===== config.mk =====
export PLATFORM = sky130hd
export DESIGN_NAME = positional_list_store
export DESIGN_NICKNAME = d
export VERILOG_FILES = /design/src/rtl/core/pls_pkg.sv /design/src/rtl/core/positional_list_store.sv
export VERILOG_INCLUDE_DIRS = /design/src /design/src/rtl/core
export SDC_FILE = /design/constraint.sdc
export NUM_CORES = 1
export LEC_CHECK = 0
export ABC_AREA = 1
export BUFFER_PORTS_ARGS = -buffer_cell sky130_fd_sc_hd__buf_2
export CORE_ASPECT_RATIO = 1.1
export CORE_MARGIN = 2
export CORE_UTILIZATION = 56
export CTS_CLUSTER_SIZE = 10
export DETAILED_ROUTE_END_ITERATION = 10
export PLACE_DENSITY_LB_ADDON = 0.12
export SLEW_MARGIN = 20
export SYNTH_ARGS = -nofsm -noshare
export SYNTH_HDL_FRONTEND = slang
export SYNTH_SLANG_ARGS = --single-unit
export TNS_END_PERCENT = 100

===== constraint.sdc =====
create_clock -name aclk -period 3.7 [get_ports aclk]
set_clock_uncertainty 0.05 [all_clocks]
set_input_delay 0.37 -clock aclk [delete_from_list [all_inputs] [get_ports aclk]]
set_output_delay 0.37 -clock aclk [all_outputs]
set_load 0.02 [all_outputs]

===== src/rtl/core/positional_list_store_assert.svh =====
// Assertion macros shared by the list store RTL.
`ifndef POSITIONAL_LIST_STORE_ASSERT_SVH
`define POSITIONAL_LIST_STORE_ASSERT_SVH

// Same-cycle implication, checked at every rising edge out of reset.
`define PLS_ASSERT_NOW(lbl, clk, rstn, ante, cons) \
    lbl: assert property (@(posedge clk) disable iff (!(rstn)) (ante) |-> (cons)) \
        else $error("list store check failed");

// Next-cycle implication, checked at every rising edge out of reset.
`define PLS_ASSERT_NEXT(lbl, clk, rstn, ante, cons) \
    lbl: assert property (@(posedge clk) disable iff (!(rstn)) (ante) |=> (cons)) \
        else $error("list store check failed");

`endif


===== src/rtl/core/pls_pkg.sv =====
`timescale 1ns / 1ps

package pls_pkg;

    // List capacity and derived widths
    localparam int DEPTH = 16;
    localparam int IDX_W = (DEPTH > 1) ? $clog2(DEPTH) : 1;
    localparam int CNT_W = $clog2(DEPTH + 1);
    localparam int CMP_W = ((CNT_W > 5) ? CNT_W : 5) + 1;

    // Field widths of the channels
    localparam int FUNC_W  = 3;
    localparam int POS_W   = 5;
    localparam int VAL_W   = 32;
    localparam int STAT_W  = 2;
    localparam int S_DATA_W = 40;
    localparam int M_DATA_W = 48;

    // Operation codes
    localparam logic [FUNC_W-1:0] FUNC_INSERT = 3'd0;
    localparam logic [FUNC_W-1:0] FUNC_REMOVE = 3'd1;
    localparam logic [FUNC_W-1:0] FUNC_READ   = 3'd2;
    localparam logic [FUNC_W-1:0] FUNC_FIND   = 3'd3;
    localparam logic [FUNC_W-1:0] FUNC_TEST   = 3'd4;

    // Result status codes
    typedef enum logic [STAT_W-1:0] {
        STAT_OK       = 2'd0,
        STAT_FULL     = 2'd1,
        STAT_RANGE    = 2'd2,
        STAT_NOTFOUND = 2'd3
    } status_t;

endpackage


===== src/rtl/core/positional_list_store.sv =====
`timescale 1ns / 1ps

// Ordered list of up to DEPTH signed 32-bit values, positions counted from 1.
// Input transfer: s_tuser carries the operation (insert, remove, read, find,
// test), s_tdata carries the position and the value. One result transfer on
// the m_ side per input: read value, found position, present flag, count
// after the operation, empty flag and a status code (ok, full, position out
// of range, value not found).
// The list sits in a memory with one write port and one registered read port;
// every entry touched takes a read state and then a write or compare state.
// Insert moves the entries from the position to the end up one place, top
// first, then writes the value; remove moves the entries behind the position
// down one place; read fetches one entry; find and test scan from the front
// to the first match; a rejected item or an unused code goes straight to the
// result. s_tready rises the cycle after the result is registered. One item is
// worked at a time; s_tready is low while it runs. A finished result waits in
// the output register while the next item is taken; if m_tready stays low the
// sequencer holds at the end of that next item. Synchronous reset empties the
// list and drops any result.
module positional_list_store
    import pls_pkg::*;
(
    input  logic                aclk,
    input  logic                aresetn,
    input  logic                s_tvalid,
    output logic                s_tready,
    input  logic [S_DATA_W-1:0] s_tdata,   // position[4:0], value[36:5], zero fill
    input  logic [FUNC_W-1:0]   s_tuser,   // func[2:0]
    output logic                m_tvalid,
    input  logic                m_tready,
    output logic [M_DATA_W-1:0] m_tdata    // read_value[31:0], found_position[36:32],
                                           // present[37], count[42:38], empty_res[43],
                                           // status[45:44], zero fill
);

    typedef enum logic [3:0] {
        S_IDLE,
        S_DECIDE,
        S_INS_RD,
        S_INS_WR,
        S_INS_PUT,
        S_REM_RD,
        S_REM_WR,
        S_REM_FIN,
        S_RD_ISSUE,
        S_RD_TAKE,
        S_FND_RD,
        S_FND_CMP,
        S_DONE
    } state_t;

    state_t               state_reg;
    logic [CNT_W-1:0]     count_reg;
    logic [CNT_W-1:0]     idx_reg;
    logic [FUNC_W-1:0]    func_reg;
    logic [CMP_W-1:0]     pos_reg;
    logic [VAL_W-1:0]     val_reg;
    logic [VAL_W-1:0]     rd_reg;
    logic [POS_W-1:0]     fp_reg;
    logic                 pres_reg;
    status_t              stat_reg;
    logic                 m_tvalid_reg;
    logic [M_DATA_W-1:0]  m_tdata_reg;

    logic [VAL_W-1:0]     mem [DEPTH];
    logic [VAL_W-1:0]     rdata_reg;
    logic                 mem_we;
    logic [IDX_W-1:0]     mem_waddr;
    logic [VAL_W-1:0]     mem_wdata;
    logic [IDX_W-1:0]     mem_raddr;

    logic [CMP_W-1:0]     count_ext;
    logic [CMP_W-1:0]     idx_ext;
    logic [CMP_W-1:0]     idx_dec;
    logic [CMP_W-1:0]     idx_inc;
    logic [CMP_W-1:0]     pos_dec;
    logic [CMP_W-1:0]     ins_pos;
    logic [CMP_W-1:0]     cnt_out;
    logic                 s_xfer;
    logic                 out_free;

    assign s_tready = (state_reg == S_IDLE);
    assign s_xfer   = s_tvalid && s_tready;
    assign out_free = !m_tvalid_reg || m_tready;
    assign m_tvalid = m_tvalid_reg;
    assign m_tdata  = m_tdata_reg;

    assign count_ext = CMP_W'(count_reg);
    assign idx_ext   = CMP_W'(idx_reg);
    assign idx_dec   = idx_ext - CMP_W'(1);
    assign idx_inc   = idx_ext + CMP_W'(1);
    assign pos_dec   = pos_reg - CMP_W'(1);
    assign ins_pos   = (count_reg == '0) ? CMP_W'(1) : pos_reg;
    assign cnt_out   = count_ext;

    // Drive the memory port from the sequencer state
    always_comb begin
        mem_we    = 1'b0;
        mem_waddr = idx_reg[IDX_W-1:0];
        mem_wdata = rdata_reg;
        mem_raddr = idx_reg[IDX_W-1:0];
        unique case (state_reg)
            S_INS_RD: begin
                mem_raddr = idx_dec[IDX_W-1:0];
            end
            S_INS_WR: begin
                mem_we = 1'b1;
            end
            S_INS_PUT: begin
                mem_we    = 1'b1;
                mem_waddr = pos_dec[IDX_W-1:0];
                mem_wdata = val_reg;
            end
            S_REM_WR: begin
                mem_we    = 1'b1;
                mem_waddr = idx_dec[IDX_W-1:0];
            end
            S_RD_ISSUE: begin
                mem_raddr = pos_dec[IDX_W-1:0];
            end
            default: begin
            end
        endcase
    end

    // Element memory with registered read
    always_ff @(posedge aclk) begin
        if (mem_we) begin
            mem[mem_waddr] <= mem_wdata;
        end
        rdata_reg <= mem[mem_raddr];
    end

    // Sequencer, list count and result register
    always_ff @(posedge aclk) begin
        if (!aresetn) begin
            state_reg    <= S_IDLE;
            count_reg    <= '0;
            m_tvalid_reg <= 1'b0;
        end else begin
            // Drop the result once the sink takes it, unless a new one replaces it
            if (m_tvalid_reg && m_tready && state_reg != S_DONE) begin
                m_tvalid_reg <= 1'b0;
            end

            unique case (state_reg)
                S_IDLE: begin
                    if (s_xfer) begin
                        func_reg  <= s_tuser;
                        pos_reg   <= CMP_W'(s_tdata[POS_W-1:0]);
                        val_reg   <= s_tdata[POS_W +: VAL_W];
                        rd_reg    <= '0;
                        fp_reg    <= '0;
                        pres_reg  <= 1'b0;
                        stat_reg  <= STAT_OK;
                        state_reg <= S_DECIDE;
                    end
                end

                S_DECIDE: begin
                    priority if (func_reg == FUNC_INSERT) begin
                        if (count_ext >= CMP_W'(DEPTH)) begin
                            stat_reg  <= STAT_FULL;
                            state_reg <= S_DONE;
                        end else if (ins_pos == '0 || ins_pos > count_ext + CMP_W'(1)) begin
                            stat_reg  <= STAT_RANGE;
                            state_reg <= S_DONE;
                        end else begin
                            pos_reg   <= ins_pos;
                            idx_reg   <= count_reg;
                            state_reg <= (count_ext >= ins_pos) ? S_INS_RD : S_INS_PUT;
                        end
                    end else if (func_reg == FUNC_REMOVE) begin
                        if (pos_reg == '0 || pos_reg > count_ext) begin
                            stat_reg  <= STAT_RANGE;
                            state_reg <= S_DONE;
                        end else begin
                            idx_reg   <= pos_reg[CNT_W-1:0];
                            state_reg <= (pos_reg < count_ext) ? S_REM_RD : S_REM_FIN;
                        end
                    end else if (func_reg == FUNC_READ) begin
                        if (pos_reg == '0 || pos_reg > count_ext) begin
                            stat_reg  <= STAT_RANGE;
                            state_reg <= S_DONE;
                        end else begin
                            state_reg <= S_RD_ISSUE;
                        end
                    end else if (func_reg == FUNC_FIND || func_reg == FUNC_TEST) begin
                        idx_reg <= '0;
                        if (count_reg == '0) begin
                            if (func_reg == FUNC_FIND) begin
                                stat_reg <= STAT_NOTFOUND;
                            end
                            state_reg <= S_DONE;
                        end else begin
                            state_reg <= S_FND_RD;
                        end
                    end else begin
                        state_reg <= S_DONE;
                    end
                end

                // Move entries up one place, top first
                S_INS_RD: begin
                    state_reg <= S_INS_WR;
                end
                S_INS_WR: begin
                    idx_reg   <= idx_dec[CNT_W-1:0];
                    state_reg <= (idx_ext > pos_reg) ? S_INS_RD : S_INS_PUT;
                end
                S_INS_PUT: begin
                    count_reg <= count_reg + CNT_W'(1);
                    state_reg <= S_DONE;
                end

                // Move entries down one place, bottom first
                S_REM_RD: begin
                    state_reg <= S_REM_WR;
                end
                S_REM_WR: begin
                    idx_reg   <= idx_inc[CNT_W-1:0];
                    state_reg <= (idx_inc < count_ext) ? S_REM_RD : S_REM_FIN;
                end
                S_REM_FIN: begin
                    count_reg <= count_reg - CNT_W'(1);
                    state_reg <= S_DONE;
                end

                // Fetch one entry
                S_RD_ISSUE: begin
                    state_reg <= S_RD_TAKE;
                end
                S_RD_TAKE: begin
                    rd_reg    <= rdata_reg;
                    state_reg <= S_DONE;
                end

                // Scan from the front for the first match
                S_FND_RD: begin
                    state_reg <= S_FND_CMP;
                end
                S_FND_CMP: begin
                    if (rdata_reg == val_reg) begin
                        fp_reg    <= idx_inc[POS_W-1:0];
                        pres_reg  <= 1'b1;
                        state_reg <= S_DONE;
                    end else if (idx_inc < count_ext) begin
                        idx_reg   <= idx_inc[CNT_W-1:0];
                        state_reg <= S_FND_RD;
                    end else begin
                        if (func_reg == FUNC_FIND) begin
                            stat_reg <= STAT_NOTFOUND;
                        end
                        state_reg <= S_DONE;
                    end
                end

                // Hand the result to the output register once it is free
                S_DONE: begin
                    if (out_free) begin
                        m_tdata_reg  <= {2'b00, stat_reg, (count_reg == '0),
                                         cnt_out[POS_W-1:0], pres_reg, fp_reg, rd_reg};
                        m_tvalid_reg <= 1'b1;
                        state_reg    <= S_IDLE;
                    end
                end

                default: begin
                    state_reg <= S_IDLE;
                end
            endcase
        end
    end

`include "positional_list_store_assert.svh"

    // Count stays within capacity
    `PLS_ASSERT_NOW(a_count_cap, aclk, aresetn, 1'b1, count_ext <= CMP_W'(DEPTH))

    // Count moves only when an insert or remove completes
    `PLS_ASSERT_NEXT(a_count_hold, aclk, aresetn,
                     state_reg != S_INS_PUT && state_reg != S_REM_FIN, $stable(count_reg))

    // Memory is written only while shifting or placing a value
    `PLS_ASSERT_NOW(a_write_phase, aclk, aresetn, mem_we,
                    state_reg == S_INS_WR || state_reg == S_INS_PUT || state_reg == S_REM_WR)

    // A full status carries a full count
    `PLS_ASSERT_NOW(a_full_status, aclk, aresetn,
                    m_tvalid_reg && m_tdata_reg[45:44] == STAT_FULL,
                    m_tdata_reg[42:38] == POS_W'(DEPTH))

endmodule


==> results.cfg <==
[clock_network]
cts_setup_buffers = 0
cts_max_level = 3
cts_buffers = 79
cts_root_buf = clkbuf_16
tritoncts = done
cts.sinks = 686
clockBufferDepth = 3
path_clk_slew_ns = 0.05
clk_latency_ns = 0.61

[power_and_ir_drop]
irDropWorstVdd_mv = 0.811
p_leak_uw = 0.0145
powerDensity_mw_per_mm2 = 825

[floorplan]
io_pins = 97
row_count = 89
fp.dieW_microns = 225
start_util_pct = 56.3
die_h_microns = 247
coreArea_sq_mm = 0.0533
die_area_sq_mm = 0.0555

[yosys]
syn_inst = 2851
synth_area_leaders = edfxtp_1, nand2_1, nand3_1, inv_1, dfxtp_1
synth_cell_types = 36
synth_ff_type = edfxtp_1
synth_top_area_share_pct = 64.4
yosys_register_bits = 686
avgSynthCellArea_sq_um = 10.5
yosys.area.top_type = edfxtp_1
synth-seq-area-share_pct = 67.2
netlist_area_sq_mm = 0.0300
ys_warn_count = 0
synth_edf_count = 644
async_flop_share_pct = 0

[timing]
post-route-min-period_ns = 3.13
rsz0062_at_grt = no
hold_ws_ns = 0.0481
maxSlewHeadroom_pct = 33.5
finalSetupViolations = 0
setup_tns_ns = 0
worst_pin_slew_ns = 0.991
setup_slack_ns = 0.571
max_freq_mhz = 320
finalHoldViolations = 0
fin_crit_sh_pct = 84.6
drv_slew = 0

[worst_setup_path]
crit_fanout = 7
worstSetupPathType = reg2reg
startpoint_type = flip-flop
endpoint_kind = flip-flop
reg2reg_slack_ns = 0.57
crit_required_ns = 3.92
crit_arrival_ns = 3.35
startpoint = count_reg[1]
rr_startpoint = count_reg[1]

[placement]
place_hpwl_microns = 39800
place_ws_ns = 0.666
portBuffers = 91
gp_congestion = 0.858

[final_layout]
fillers = 4009
drive_gt1_share_pct = 10.0
n_antenna_cell = 0
area_growth_pct = 15.0
finish.utilization_pct = 64.7
final_common_cell = nand2_1
largest_register_ffs = 512
fin_nets = 3108
layout_common_cells = nand2_1, edfxtp_1, inv_1

[routing]
dr.first_iter.drc_count = 1643
ant_nets = 0
dr.pass1.iters = 5
wl_per_cell_microns = 18.6
post-route-drc-count = 0
routed_via_density = 5.33
wirelength_microns = 70000
vias = 20100

[grt]
grt_pass1_wl_microns = 108000
globalRouteOverflowTotal = 0
grt_max_degree = 112
antenna_found_initial = 0
grt_pass1_vias = 19300
grt_use_total_pct = 25.9

[run]
max_cap_violations = 0

[worst_hold_path]
min_path_type = in2reg
worstHoldStart = s_tdata[0]

[outcome]
status = finished, final reports clean
-- kinds of logic after synthesis --
group                      count (synthesis)  synth area share (%)
adders and majority gates                 34                  1.44
and+or+nand+nor                         1301                  18.7
muxes                                      1                0.0375
buffers and inverters                    666                  9.13
other                                      1                0.0125
AOI/OAI and AO/OA                        133                  2.67
xor gates and xnor gates                  29                 0.846
DFF                                      686                  67.2
-- through the flow --
| stage | cells | total power [uW] | instance area [sq um] |
|---|---|---|---|
| 3_3_place_gp | 3589 | 21300 | 31800 |
| 4_1_cts | 3763 | 28600 | 34500 |
| 6_report | 3763 | 28500 | 34500 |
| 2_1_floorplan | 2852 | 18200 | 30000 |
| 5_1_grt | 3763 | 30200 | 34500 |
| 3_5_place_dp | 3589 | 21600 | 31800 |
-- layer usage --
layer / GRT usage, % / share of wire [%]
met5: 0 / 0
met4: 10.7 / 3.4
met3: 3.75 / 6.7
met2: 43.3 / 48
met1: 34.0 / 42
-- power breakdown --
group          total [uW]  switching (uW)  internal (uW)  leakage (uW)
registers           10900             394          10500       0.00619
clock network        7000            2880           4120       0.00110
logic               10600            7390           3160       0.00719
-- cells in the mapped netlist (2+ instances only) --
cell / instances
nand2_1: 713
edfxtp_1: 644
inv_1: 536
nand3_1: 424
nor2_1: 112
buf_2: 63
o21ai_0: 50
dfxtp_1: 42
o211ai_1: 37
nand3b_1: 34
ha_1: 33
a21oi_1: 25
clkbuf_1: 21
xnor2_1: 20
buf_4: 17
buf_6: 13
o22ai_1: 12
xor2_1: 9
buf_1: 8
inv_2: 7
nor3_1: 6
nand4_1: 4
o221ai_1: 4
nand2_4: 3
nor2_4: 2
or2_2: 2
-- worst max-delay path, stage by stage (launching register included) --
cell and delay [ns]:
dfxtp_1 0.52, inv_1 0.21, ha_1 0.23, nand3_1 0.17
inv_1 0.18, nor2_1 0.20, ha_1 0.18, nand2_1 0.07
nor2_1 0.14, o21ai_0 0.10, nand3_1 0.07, nand2_1 0.08
nand3_1 0.17, a31oi_1 0.13, nor3_1 0.28
-- layout make-up --
cell class / instances / area, sq um / area share (%)
Timing Repair Buffer: 216 / 1830 / 5.30
Clock inverter: 3 / 41.3 / 0.120
Inverter: 544 / 2040 / 5.92
Sequential cell: 686 / 20200 / 58.4
Multi-Input combinational cell: 1500 / 7340 / 21.3
Tap cell: 682 / 853 / 2.47
Clock buffer: 132 / 2250 / 6.51
-- repair_timing --
action / CTS / global route
endpoints found under the hold margin: 39 / 0
gates resized for setup: 0 / 0
hold buffers: 39 / 0
-- final timing paths --
check           endpoint  cells past startpoint
min           pos_reg[0]                      3
max          stat_reg[1]                     14
max reg2reg  stat_reg[1]                     14
min reg2reg  m_tdata[27]                      0
No activity file was read; power rests on OpenSTA's default activity.
